`config.mk`:
```
export PLATFORM = sky130hd
export DESIGN_NAME = sum_checked_frame_receiver_core_flat
export DESIGN_NICKNAME = d
export VERILOG_FILES = /design/src/rtl/scfr_pkg.sv /design/src/rtl/scfr_channels.sv /design/src/rtl/scfr_ram.sv /design/src/rtl/scfr_ctrl.sv /design/src/rtl/scfr_dp.sv /design/src/rtl/sum_checked_frame_receiver_core.sv /design/src/flat_wrapper.sv
export SDC_FILE = /design/constraint.sdc
export NUM_CORES = 2
export LEC_CHECK = 0
export BUFFER_PORTS_ARGS = -buffer_cell sky130_fd_sc_hd__buf_4
export CELL_PAD_IN_SITES_DETAIL_PLACEMENT = 1
export CELL_PAD_IN_SITES_GLOBAL_PLACEMENT = 1
export CORE_MARGIN = 2
export CORE_UTILIZATION = 56
export DETAILED_ROUTE_END_ITERATION = 7
export GPL_TIMING_DRIVEN = 0
export PLACE_DENSITY_LB_ADDON = 0.2
export SETUP_SLACK_MARGIN = 0.02
export SYNTH_ARGS = -nofsm -noshare
export SYNTH_HDL_FRONTEND = slang
export SYNTH_HIERARCHICAL = 1
export SYNTH_SLANG_ARGS = --single-unit
```
`constraint.sdc`:
```
create_clock -name clk -period 6 [get_ports clk]
set_input_delay 0.9 -clock clk [delete_from_list [all_inputs] [get_ports clk]]
set_output_delay 0.9 -clock clk [all_outputs]
set_load 0.01 [all_outputs]
```
`src/rtl/scfr_pkg.sv`:
```
// ----------------------------------------------------------------------------
// scfr_pkg - shared types and constants
// Field widths, register codes and the command/status bundles that join the
// receiver controller and datapath.
// ----------------------------------------------------------------------------
package scfr_pkg;

    localparam int BYTE_W    = 8;
    localparam int IDX_W     = 6;
    localparam int MAXLEN_W  = 6;
    localparam int SUM_W     = 16;
    localparam int TOT_W     = 9;
    localparam int CFG_IDX_W = 1;

    localparam logic [BYTE_W-1:0]   HEADER_RESET  = 8'd85;
    localparam logic [MAXLEN_W-1:0] MAX_LEN_RESET = 6'd56;

    localparam int MIN_FRAME   = 8;
    localparam int LEN_POS     = 3;
    localparam int WORD_LO_OFS = 4;
    localparam int WORD_HI_OFS = 5;

    typedef enum logic [CFG_IDX_W-1:0] {
        CFG_HEADER_BYTE  = 1'b0,
        CFG_MAX_DATA_LEN = 1'b1
    } cfg_reg_t;

    typedef struct packed {
        logic store;
        logic rd_head;
        logic rd_scan;
        logic drop;
        logic hunt;
        logic collect;
        logic emit;
    } dp_cmd_t;

    typedef struct packed {
        logic hunting;
        logic win_empty;
        logic scan_end;
        logic cand_full;
        logic col_pass;
        logic emit_last;
        logic out_free;
    } dp_stat_t;

endpackage

```
`src/rtl/scfr_channels.sv`:
```
// ----------------------------------------------------------------------------
// scfr_channels - valid/ready channel interfaces
// Receive byte channel, validated frame channel and register write channel.
// ----------------------------------------------------------------------------
interface scfr_rx_if import scfr_pkg::*; ();
    logic              valid;
    logic              ready;
    logic [BYTE_W-1:0] rx_byte;

    modport source (output valid, output rx_byte, input ready);
    modport sink   (input valid, input rx_byte, output ready);
endinterface

interface scfr_frame_if import scfr_pkg::*; ();
    logic              valid;
    logic              ready;
    logic [BYTE_W-1:0] frame_byte;
    logic [IDX_W-1:0]  byte_index;
    logic              frame_last;

    modport source (output valid, output frame_byte, output byte_index, output frame_last,
                    input ready);
    modport sink   (input valid, input frame_byte, input byte_index, input frame_last,
                    output ready);
endinterface

interface scfr_cfg_if import scfr_pkg::*; ();
    logic                 valid;
    logic                 ready;
    logic [CFG_IDX_W-1:0] index;
    logic [BYTE_W-1:0]    data;

    modport source (output valid, output index, output data, input ready);
    modport sink   (input valid, input index, input data, output ready);
endinterface

```
`src/rtl/scfr_ram.sv`:
```
// ----------------------------------------------------------------------------
// scfr_ram - generic single-port-write, single-port-read RAM
// One write and one registered read per cycle.
// ----------------------------------------------------------------------------
module scfr_ram #(
    parameter int WIDTH = 8,
    parameter int DEPTH = 128,
    localparam int ADDR_W = $clog2(DEPTH)
) (
    input  logic              clk,
    input  logic              wr_en,
    input  logic [ADDR_W-1:0] wr_addr,
    input  logic [WIDTH-1:0]  wr_data,
    input  logic              rd_en,
    input  logic [ADDR_W-1:0] rd_addr,
    output logic [WIDTH-1:0]  rd_data
);

    logic [WIDTH-1:0] mem_reg [DEPTH];
    logic [WIDTH-1:0] rd_data_reg;

    always_ff @(posedge clk)
    begin
        if (wr_en)
        begin
            mem_reg[wr_addr] <= wr_data;
        end
        if (rd_en)
        begin
            rd_data_reg <= mem_reg[rd_addr];
        end
    end

    assign rd_data = rd_data_reg;

endmodule

```
`src/rtl/scfr_ctrl.sv`:
```
// ----------------------------------------------------------------------------
// scfr_ctrl - receiver sequencer
// Stores each word, then walks the window: header hunt, collection, and
// emission of at most one validated frame per received word.
// ----------------------------------------------------------------------------
module scfr_ctrl import scfr_pkg::*; (
    input  logic     clk,
    input  logic     rst_n,
    input  logic     in_valid,
    output logic     in_ready,
    input  dp_stat_t stat,
    output dp_cmd_t  cmd
);

    typedef enum logic [5:0] {
        ST_IDLE     = 6'b000001,
        ST_CHECK    = 6'b000010,
        ST_HUNT     = 6'b000100,
        ST_COLLECT  = 6'b001000,
        ST_EMIT_RD  = 6'b010000,
        ST_EMIT_PUT = 6'b100000
    } state_t;

    state_t state_reg;
    state_t state_next;

    always_comb
    begin
        cmd        = '0;
        in_ready   = 1'b0;
        state_next = state_reg;
        case (state_reg)
            ST_IDLE:
            begin
                in_ready = 1'b1;
                if (in_valid)
                begin
                    cmd.store  = 1'b1;
                    state_next = ST_CHECK;
                end
            end
            ST_CHECK:
            begin
                if (stat.hunting)
                begin
                    if (stat.win_empty)
                    begin
                        state_next = ST_IDLE;
                    end
                    else
                    begin
                        cmd.rd_head = 1'b1;
                        state_next  = ST_HUNT;
                    end
                end
                else if (stat.cand_full)
                begin
                    cmd.drop = 1'b1;
                end
                else if (stat.scan_end)
                begin
                    state_next = ST_IDLE;
                end
                else
                begin
                    cmd.rd_scan = 1'b1;
                    state_next  = ST_COLLECT;
                end
            end
            ST_HUNT:
            begin
                cmd.hunt   = 1'b1;
                state_next = ST_CHECK;
            end
            ST_COLLECT:
            begin
                cmd.collect = 1'b1;
                state_next  = stat.col_pass ? ST_EMIT_RD : ST_CHECK;
            end
            ST_EMIT_RD:
            begin
                cmd.rd_head = 1'b1;
                state_next  = ST_EMIT_PUT;
            end
            ST_EMIT_PUT:
            begin
                if (stat.out_free)
                begin
                    cmd.emit   = 1'b1;
                    state_next = stat.emit_last ? ST_IDLE : ST_EMIT_RD;
                end
            end
            default:
            begin
                state_next = ST_IDLE;
            end
        endcase
    end

    always_ff @(posedge clk or negedge rst_n)
    begin
        if (!rst_n)
        begin
            state_reg <= ST_IDLE;
        end
        else
        begin
            state_reg <= state_next;
        end
    end

endmodule

```
`src/rtl/scfr_dp.sv`:
```
// ----------------------------------------------------------------------------
// scfr_dp - receiver datapath
// Window RAM and pointers, candidate length and checksum, configuration
// registers and the frame output register.
// ----------------------------------------------------------------------------
module scfr_dp import scfr_pkg::*; #(
    parameter int WINDOW_DEPTH = 128,
    parameter int FRAME_MAX    = 64
) (
    input  logic                clk,
    input  logic                rst_n,
    input  logic [BYTE_W-1:0]   rx_byte,
    input  dp_cmd_t             cmd,
    output dp_stat_t            stat,
    scfr_cfg_if.sink            cfg,
    scfr_frame_if.source        frame
);

    localparam int PTR_W = $clog2(WINDOW_DEPTH);
    localparam int CL_W  = $clog2(FRAME_MAX + 1);

    function automatic logic [PTR_W-1:0] wrap_inc(input logic [PTR_W-1:0] p);
        return (p == PTR_W'(WINDOW_DEPTH - 1)) ? '0 : p + 1'b1;
    endfunction

    logic [PTR_W-1:0]    head_reg, head_next;
    logic [PTR_W-1:0]    tail_reg, tail_next;
    logic [PTR_W-1:0]    scan_reg, scan_next;
    logic [CL_W-1:0]     cl_reg, cl_next;
    logic [CL_W-1:0]     k_reg, k_next;
    logic [SUM_W-1:0]    sum_reg, sum_next;
    logic [BYTE_W-1:0]   len_reg, len_next;
    logic [BYTE_W-1:0]   word_lo_reg, word_lo_next;
    logic [BYTE_W-1:0]   word_hi_reg, word_hi_next;
    logic [BYTE_W-1:0]   header_reg;
    logic [MAXLEN_W-1:0] max_len_reg;
    logic                out_valid_reg, out_valid_next;
    logic [BYTE_W-1:0]   out_byte_reg;
    logic [IDX_W-1:0]    out_index_reg;
    logic                out_last_reg;

    logic [BYTE_W-1:0]   rd_data;
    logic [PTR_W-1:0]    head_inc;
    logic                full;
    logic                wr_en;
    logic                rd_en;
    logic [PTR_W-1:0]    rd_addr;
    logic [CL_W-1:0]     cl_inc;
    logic [TOT_W-1:0]    idx_ext;
    logic [TOT_W-1:0]    len_ext;
    logic [TOT_W-1:0]    total;
    logic [TOT_W-1:0]    cl_inc_ext;
    logic                covered;
    logic                len_over;
    logic                at_min;
    logic                at_total;
    logic                sum_ok;
    logic                col_fail;
    logic                col_pass;
    logic                hdr_match;
    logic                emit_last;
    logic                out_free;
    logic                drop_any;

    assign head_inc  = wrap_inc(head_reg);
    assign full      = (wrap_inc(tail_reg) == head_reg);
    assign wr_en     = cmd.store && !full;
    assign rd_en     = cmd.rd_head || cmd.rd_scan;
    assign rd_addr   = cmd.rd_scan ? scan_reg : head_reg;

    scfr_ram #(
        .WIDTH (BYTE_W),
        .DEPTH (WINDOW_DEPTH)
    ) u_window (
        .clk     (clk),
        .wr_en   (wr_en),
        .wr_addr (tail_reg),
        .wr_data (rx_byte),
        .rd_en   (rd_en),
        .rd_addr (rd_addr),
        .rd_data (rd_data)
    );

    assign cl_inc     = cl_reg + 1'b1;
    assign idx_ext    = TOT_W'(cl_reg);
    assign len_ext    = TOT_W'(len_reg);
    assign total      = len_ext + TOT_W'(MIN_FRAME);
    assign cl_inc_ext = TOT_W'(cl_inc);
    assign covered    = (idx_ext <= TOT_W'(LEN_POS)) || (idx_ext <= len_ext + TOT_W'(LEN_POS));
    assign len_over   = len_reg > BYTE_W'(max_len_reg);
    assign at_min     = cl_inc_ext >= TOT_W'(MIN_FRAME);
    assign at_total   = cl_inc_ext == total;
    assign sum_ok     = {word_hi_reg, word_lo_reg} == sum_reg;
    assign col_fail   = at_min && (len_over || (at_total && !sum_ok));
    assign col_pass   = at_min && !len_over && at_total && sum_ok;
    assign hdr_match  = rd_data == header_reg;
    assign emit_last  = (TOT_W'(k_reg) + 1'b1) == total;
    assign out_free   = !out_valid_reg || frame.ready;
    assign drop_any   = cmd.drop || (cmd.hunt && !hdr_match) || (cmd.collect && col_fail);

    always_comb
    begin
        stat.hunting   = (cl_reg == '0);
        stat.win_empty = (head_reg == tail_reg);
        stat.scan_end  = (scan_reg == tail_reg);
        stat.cand_full = (cl_reg >= CL_W'(FRAME_MAX));
        stat.col_pass  = col_pass;
        stat.emit_last = emit_last;
        stat.out_free  = out_free;
    end

    always_comb
    begin
        head_next      = head_reg;
        tail_next      = tail_reg;
        scan_next      = scan_reg;
        cl_next        = cl_reg;
        k_next         = k_reg;
        sum_next       = sum_reg;
        len_next       = len_reg;
        word_lo_next   = word_lo_reg;
        word_hi_next   = word_hi_reg;
        out_valid_next = out_valid_reg && !frame.ready;

        if (wr_en)
        begin
            tail_next = wrap_inc(tail_reg);
        end

        if (drop_any)
        begin
            head_next = head_inc;
            scan_next = head_inc;
            cl_next   = '0;
            sum_next  = '0;
        end
        else if (cmd.hunt)
        begin
            cl_next   = CL_W'(1);
            sum_next  = '0;
            scan_next = head_inc;
        end
        else if (cmd.collect)
        begin
            scan_next = wrap_inc(scan_reg);
            cl_next   = cl_inc;
            if (covered)
            begin
                sum_next = sum_reg + SUM_W'(rd_data);
            end
            if (idx_ext == TOT_W'(LEN_POS))
            begin
                len_next = rd_data;
            end
            if (idx_ext == len_ext + TOT_W'(WORD_LO_OFS))
            begin
                word_lo_next = rd_data;
            end
            if (idx_ext == len_ext + TOT_W'(WORD_HI_OFS))
            begin
                word_hi_next = rd_data;
            end
            if (col_pass)
            begin
                k_next = '0;
            end
        end
        else if (cmd.emit)
        begin
            out_valid_next = 1'b1;
            head_next      = head_inc;
            k_next         = k_reg + 1'b1;
            if (emit_last)
            begin
                scan_next = head_inc;
                cl_next   = '0;
                sum_next  = '0;
            end
        end
    end

    always_ff @(posedge clk or negedge rst_n)
    begin
        if (!rst_n)
        begin
            head_reg      <= '0;
            tail_reg      <= '0;
            scan_reg      <= '0;
            cl_reg        <= '0;
            k_reg         <= '0;
            sum_reg       <= '0;
            out_valid_reg <= 1'b0;
            header_reg    <= HEADER_RESET;
            max_len_reg   <= MAX_LEN_RESET;
        end
        else
        begin
            head_reg      <= head_next;
            tail_reg      <= tail_next;
            scan_reg      <= scan_next;
            cl_reg        <= cl_next;
            k_reg         <= k_next;
            sum_reg       <= sum_next;
            out_valid_reg <= out_valid_next;
            if (cfg.valid)
            begin
                case (cfg.index)
                    CFG_HEADER_BYTE:  header_reg  <= cfg.data;
                    CFG_MAX_DATA_LEN: max_len_reg <= cfg.data[MAXLEN_W-1:0];
                    default:          header_reg  <= header_reg;
                endcase
            end
        end
    end

    always_ff @(posedge clk)
    begin
        len_reg     <= len_next;
        word_lo_reg <= word_lo_next;
        word_hi_reg <= word_hi_next;
        if (cmd.emit)
        begin
            out_byte_reg  <= rd_data;
            out_index_reg <= IDX_W'(k_reg);
            out_last_reg  <= emit_last;
        end
    end

    assign cfg.ready        = 1'b1;
    assign frame.valid      = out_valid_reg;
    assign frame.frame_byte = out_byte_reg;
    assign frame.byte_index = out_index_reg;
    assign frame.frame_last = out_last_reg;

`ifndef SYNTHESIS
    a_cl_bounded: assert property (@(posedge clk) disable iff (!rst_n)
        cl_reg <= CL_W'(FRAME_MAX))
        else $error("candidate length beyond frame maximum");

    a_emit_slot_free: assert property (@(posedge clk) disable iff (!rst_n)
        cmd.emit |-> out_free)
        else $error("frame word loaded over a pending word");

    a_collect_after_read: assert property (@(posedge clk) disable iff (!rst_n)
        cmd.collect |-> $past(cmd.rd_scan))
        else $error("collect without a scan read");

    a_frame_done_rescan: assert property (@(posedge clk) disable iff (!rst_n)
        cmd.emit && emit_last |=> (cl_reg == '0) && (scan_reg == head_reg))
        else $error("state not returned to hunting after frame");
`endif

endmodule

```
`src/rtl/sum_checked_frame_receiver_core.sv`:
```
// ----------------------------------------------------------------------------
// sum_checked_frame_receiver_core - framed byte receiver with sum check
// Buffers received words in a circular window, hunts for the header word,
// checks the length field and 16-bit additive checksum, and emits each good
// frame word by word.
// ----------------------------------------------------------------------------
// A received word is taken only while the receiver is idle and is written to
// the window (dropped when the window holds WINDOW_DEPTH-1 words). The window
// is then walked through its single RAM read port: every buffered word examined
// takes a decide step and a read step, and a failed candidate returns to the
// word after its header. A good frame goes out word by word, a window read
// before each output load, and waits while the output is not taken; at most one
// frame leaves per received word, and any rest of the window is examined after
// the next word. No clearing pass follows reset. Register writes are taken at
// any time.
module sum_checked_frame_receiver_core import scfr_pkg::*; #(
    parameter int WINDOW_DEPTH = 128,
    parameter int FRAME_MAX    = 64
) (
    input  logic          clk,
    input  logic          rst_n,
    scfr_rx_if.sink       rx,
    scfr_frame_if.source  frame,
    scfr_cfg_if.sink      cfg
);

    dp_cmd_t  cmd;
    dp_stat_t stat;

    scfr_ctrl u_ctrl (
        .clk      (clk),
        .rst_n    (rst_n),
        .in_valid (rx.valid),
        .in_ready (rx.ready),
        .stat     (stat),
        .cmd      (cmd)
    );

    scfr_dp #(
        .WINDOW_DEPTH (WINDOW_DEPTH),
        .FRAME_MAX    (FRAME_MAX)
    ) u_dp (
        .clk     (clk),
        .rst_n   (rst_n),
        .rx_byte (rx.rx_byte),
        .cmd     (cmd),
        .stat    (stat),
        .cfg     (cfg),
        .frame   (frame)
    );

endmodule

```
`src/flat_wrapper.sv`:
```
// flat-port wrapper written by rule: the top's interface ports become plain ports
module sum_checked_frame_receiver_core_flat import scfr_pkg::*;
#(
    parameter int WINDOW_DEPTH = 128,
    parameter int FRAME_MAX    = 64
)
  (clk, rst_n, rx_valid, rx_rx_byte, rx_ready, frame_valid, frame_frame_byte, frame_byte_index, frame_frame_last, frame_ready, cfg_valid, cfg_index, cfg_data, cfg_ready);
  scfr_rx_if rx_i ();
  scfr_frame_if frame_i ();
  scfr_cfg_if cfg_i ();
  input  logic clk;
  input  logic rst_n;
  input wire logic [$bits(rx_i.valid)-1:0] rx_valid;
  input wire logic [$bits(rx_i.rx_byte)-1:0] rx_rx_byte;
  output wire logic [$bits(rx_i.ready)-1:0] rx_ready;
  output wire logic [$bits(frame_i.valid)-1:0] frame_valid;
  output wire logic [$bits(frame_i.frame_byte)-1:0] frame_frame_byte;
  output wire logic [$bits(frame_i.byte_index)-1:0] frame_byte_index;
  output wire logic [$bits(frame_i.frame_last)-1:0] frame_frame_last;
  input wire logic [$bits(frame_i.ready)-1:0] frame_ready;
  input wire logic [$bits(cfg_i.valid)-1:0] cfg_valid;
  input wire logic [$bits(cfg_i.index)-1:0] cfg_index;
  input wire logic [$bits(cfg_i.data)-1:0] cfg_data;
  output wire logic [$bits(cfg_i.ready)-1:0] cfg_ready;
  assign rx_i.valid = rx_valid;
  assign rx_i.rx_byte = rx_rx_byte;
  assign rx_ready = rx_i.ready;
  assign frame_valid = frame_i.valid;
  assign frame_frame_byte = frame_i.frame_byte;
  assign frame_byte_index = frame_i.byte_index;
  assign frame_frame_last = frame_i.frame_last;
  assign frame_i.ready = frame_ready;
  assign cfg_i.valid = cfg_valid;
  assign cfg_i.index = cfg_index;
  assign cfg_i.data = cfg_data;
  assign cfg_ready = cfg_i.ready;
  sum_checked_frame_receiver_core #(.WINDOW_DEPTH(WINDOW_DEPTH), .FRAME_MAX(FRAME_MAX)) u_core (.clk(clk), .rst_n(rst_n), .rx(rx_i), .frame(frame_i), .cfg(cfg_i));
endmodule
```
==> impl.org <==
** Run status
- The run finished, with violations left.
- The checks that failed: capacitance limit, slew limit.

** Power
- Overall power consumption after layout is estimated at 23.52 mW.
- The analysis attributes to cell leakage a power of 16.96 nW.
- Highest ir drop seen on vdd :: a little under 0.3 mV
- Power density of the placed cells :: 443.6 nW/um^2

** Global route
- Antenna violations before repair :: 5
- GRT overflow :: 0
- Entering global routing, the biggest net connects 129 pins.
- Overall Global Routing Usage :: between 20% and 30%
- Wire length of the first global-routing pass :: 179,100 um
- Vias in the first global route :: 25,590

** Cells and area
- Once layout is done, the placed cells without fillers occupy 53,010 um^2.
- The library cell used most frequently in the layout, excluding fill and tap cells, is sky130_fd_sc_hd__edfxtp_1.
- Cells with a size suffix above 1 make up between 20% and 30% of the layout.
- Flip-flop count of the largest register after layout :: approximately 1,000
- Final cell count without fillers :: 3,702
- The area growth from synthesis to layout is 12.81%.
- Nets :: 2,579
- Commonest non-fill, non-tap cells in the layout :: 1,071 x sky130_fd_sc_hd__edfxtp_1, 336 x sky130_fd_sc_hd__mux4_2, 148 x sky130_fd_sc_hd__nor2_1
- Cells fill a little under two thirds of the core in the end.
- Counting the fill cells in the layout gives 6,851.

** Drt
- After detailed routing, the number of vias per cell comes to approximately 6.6.
- The first routing iteration left 2,916 violations.
- The routed layout has 24,520 vias.
- Number of DRC violations after detailed routing :: 0
- The detail route stage leaves a number of antenna-violating nets equal to 0.
- In the final routed layout, each cell accounts on average for 33.16 um.
- The first detailed-routing pass took 7 iterations.
- Total wire length after detailed routing :: roughly 120,000 um

** Floorplanning
- For this configuration, the core starts out at a cell density of 56.33%.
- Row generation in the floorplan step produced 106 rows.
- The die covers 86,250 um^2.
- Core region area :: 83,420 um^2
- Die Height :: 293.7 um
- In this run the count of I/O pins placed on the die edge is 40.
- Die X-Extent :: 293.7 um

** Clock tree
- Clock latency of the later-clocked register in the worst-skew pair :: approximately 700 ps
- After clock tree synthesis, the setup repair step added 0 buffers.
- Clock transition time at the flip-flop clock pins of the worst setup and hold paths :: 60 ps
- In this run, post-CTS hold repair placed 0 buffers.
- TritonCTS Buffers :: 115
- The H-tree was split into 3 levels.
- Clock sinks :: 1,143
- The clock passes through at most 3 buffers.
- The cell sitting at the root of the clock tree is a sky130_fd_sc_hd__clkbuf_16.
- TritonCTS built the clock tree.

** Placed design
- The HPWL after detailed placement is 79,570 um.
- Weighted congestion reported at the end of routability-driven placement :: between 0.8 and 0.9
- Before CTS, the worst setup slack after placement is -395.1 ps.
- Instance area after placement :: 48,750 um^2
- Cell Count Post-Placement :: 3,478
- Number of buffers inserted by port buffering :: 38

** Yosys
- Counting distinct cell types in the post-synthesis netlist gives 87.
- The Yosys step of the flow raised 6 warnings.
- Largest area contributor in the synthesized netlist :: sky130_fd_sc_hd__edfxtp_1
- Post-Syn Area :: 46,990 um^2
- Fraction of registers with async set/reset :: 6.299%
- Synthesis produced a netlist with a net count of 2,409.
- In this run the mean area of a mapped cell was 19.96 um^2.
- Counting flops and latches in the post-synthesis netlist gives ~1,100.
- Gate count of the mapped netlist :: 2,354
- Of the post-synthesis cell area, the dominant cell type holds between 60% and 70%.
- Counting flops with a built-in enable in the synthesized netlist gives 1,071.
- By area the synthesized netlist is led by sky130_fd_sc_hd__edfxtp_1 68%, sky130_fd_sc_hd__mux4_2 16%, sky130_fd_sc_hd__dfrtp_1 3.4%.
- The most used flip-flop cell after synthesis is sky130_fd_sc_hd__edfxtp_1.
- Proportion of synthesized chip area in sequential cells :: between 70% and 80%

** STA
- Ratio of final minimum period to clock period :: 98.99%
- Setup repair after global routing missed its margin :: true
- For this run, the top clock speed supported by timing is 0.1684 GHz.
- For the pin with the worst max-slew slack, the measured transition is 1585 ps.
- Time the worst path needs with I/O delays and setup :: 5939 ps
- The number of failing hold endpoints at the final stage came to 0.
- The final-report max-slew violation count was 22.
- Total setup violations reported at the end of the flow :: 0
- Worst setup slack after layout :: 60.76 ps
- The worst pin sits at a relative slew slack of -5.689%.
- Final Skew :: 31.72 ps

** Setup path
- The critical path in this run is classified as reg2reg.
- Library cell appearing most often on the critical path :: sky130_fd_sc_hd__clkbuf_1
- CP Data Required Time :: 6290 ps
- Max incr delay on CP :: 1200 ps
- Critical Path End Type :: register
- The signal on the critical path passes through clkbuf_1 > and3_1 > and4_1 > clkbuf_1 > a21oi_1 > o32ai_1 > nand3_1 > o21ai_2 > inv_1 > clkbuf_1 > nor2b_1 > nand2_1 > buf_1 > nor2_1.
- Data arrives at the worst endpoint at 6230 ps.
- Worst-path fanout max :: 10
- The worst setup path is launched from a register.
- Slowest-stage cell, CP :: sky130_fd_sc_hd__buf_1
- Setup slack on the worst reg-to-reg path comes out at 60 ps.

** Run
- Across the run, the number of max-cap violations was 3.

** Worst hold path
- Min-Delay Path Class :: in2async
## worst paths after layout
check | start | cells after the start | endpoint
max | u_core/u_dp/tail_reg[3]$_DFFE_PN0P_ | 14 | u_core/u_dp/u_window/mem_reg[42][5]$_DFFE_PP_
min | rst_n | 1 | u_core/u_dp/max_len_reg[2]$_DFFE_PN0P_
max reg2reg | u_core/u_dp/tail_reg[3]$_DFFE_PN0P_ | 14 | u_core/u_dp/u_window/mem_reg[42][5]$_DFFE_PP_
min reg2reg | u_core/u_dp/k_reg[5]$_DFFE_PN0P_ | 0 | u_core/u_dp/frame.byte_index[5]$_DFFE_PP_
max in group asynchronous | rst_n | 1 | u_core/u_dp/k_reg[3]$_DFFE_PN0P_
min in group clk | cfg_data[7] | 2 | u_core/u_dp/header_reg[7]$_DFFE_PN0P_
## final cells by class
cell class	instances	area (um^2)	area share, %
diodes	1	2.502	0.004720
plain buffers	131	660.6	1.246
clock buffers	147	3062	5.775
clock inverters	67	869.6	1.640
inverters	30	112.6	0.2124
multi-input cells	1049	12340	23.28
flip-flops and latches	1143	33970	64.08
well taps	1080	1351	2.549
repair buffers	54	641.9	1.211
## worst max-delay path: cells and delay by family (launching register included)
kind            cells  cell delay [ps]
compound gates      3              690
buf+inv             5             2340
flops               1              630
simple gates        6             1860
## power by group
part | internal [mW] | total [mW] | switching (mW)
logic | 3.09 | 6.85 | 3.76
clock network | 4.46 | 7.44 | 2.99
registers | 8.96 | 9.22 | 0.265
## metal layers
metal / vias up / global-route usage [%] / share of wire (%)
met4: 0 / 10.95 / 3.8
met1: 13100 / 38.87 / 38
met5: - / 0 / 0
met2: 1223 / 49.03 / 51
met3: 210 / 4.328 / 7.5
li1: 9993 / - / -
## synthesized netlist by cell type (all sizes together) (19+ instances only)
cell,count
edfxtp,1071
mux4,336
nor2,159
nand2,69
clkbuf,67
buf,65
dfrtp,64
xnor2,49
xor2,45
nand3,42
mux2,37
a21oi,33
ha,32
o21ai,32
inv,30
nor2b,19
## through the flow
stage	setup TNS, ps	hold slack [ps]
floorplan	0	423.1
detailed placement	-2995	442.2
global placement	-2902	446.4
global route	0	425.4
CTS	0	372.2
finish	0	337.7
## cell families (layout without fill, tap and decap cells)
family / Yosys count / in the layout / synth area share [%]
AO/OA/AOI/OAI: 144 / 144 / 2.191
XOR/XNOR: 95 / 95 / 1.816
adder cells (fa/ha/maj): 33 / 33 / 0.8946
buffers and inverters: 162 / 429 / 1.579
flip-flops: 1143 / 1143 / 72.30
multiplexers: 376 / 376 / 17.05
other: 1 / 2 / 0.007980
AND/OR/NAND/NOR: 400 / 400 / 4.162
## timing repair
item / CTS / global route
gates resized for setup: 6 / 40
hold endpoints to repair: 0 / 0
setup endpoints to repair: 8 / 67
pin swaps: 0 / 0
(Power assumes the default switching activity.)
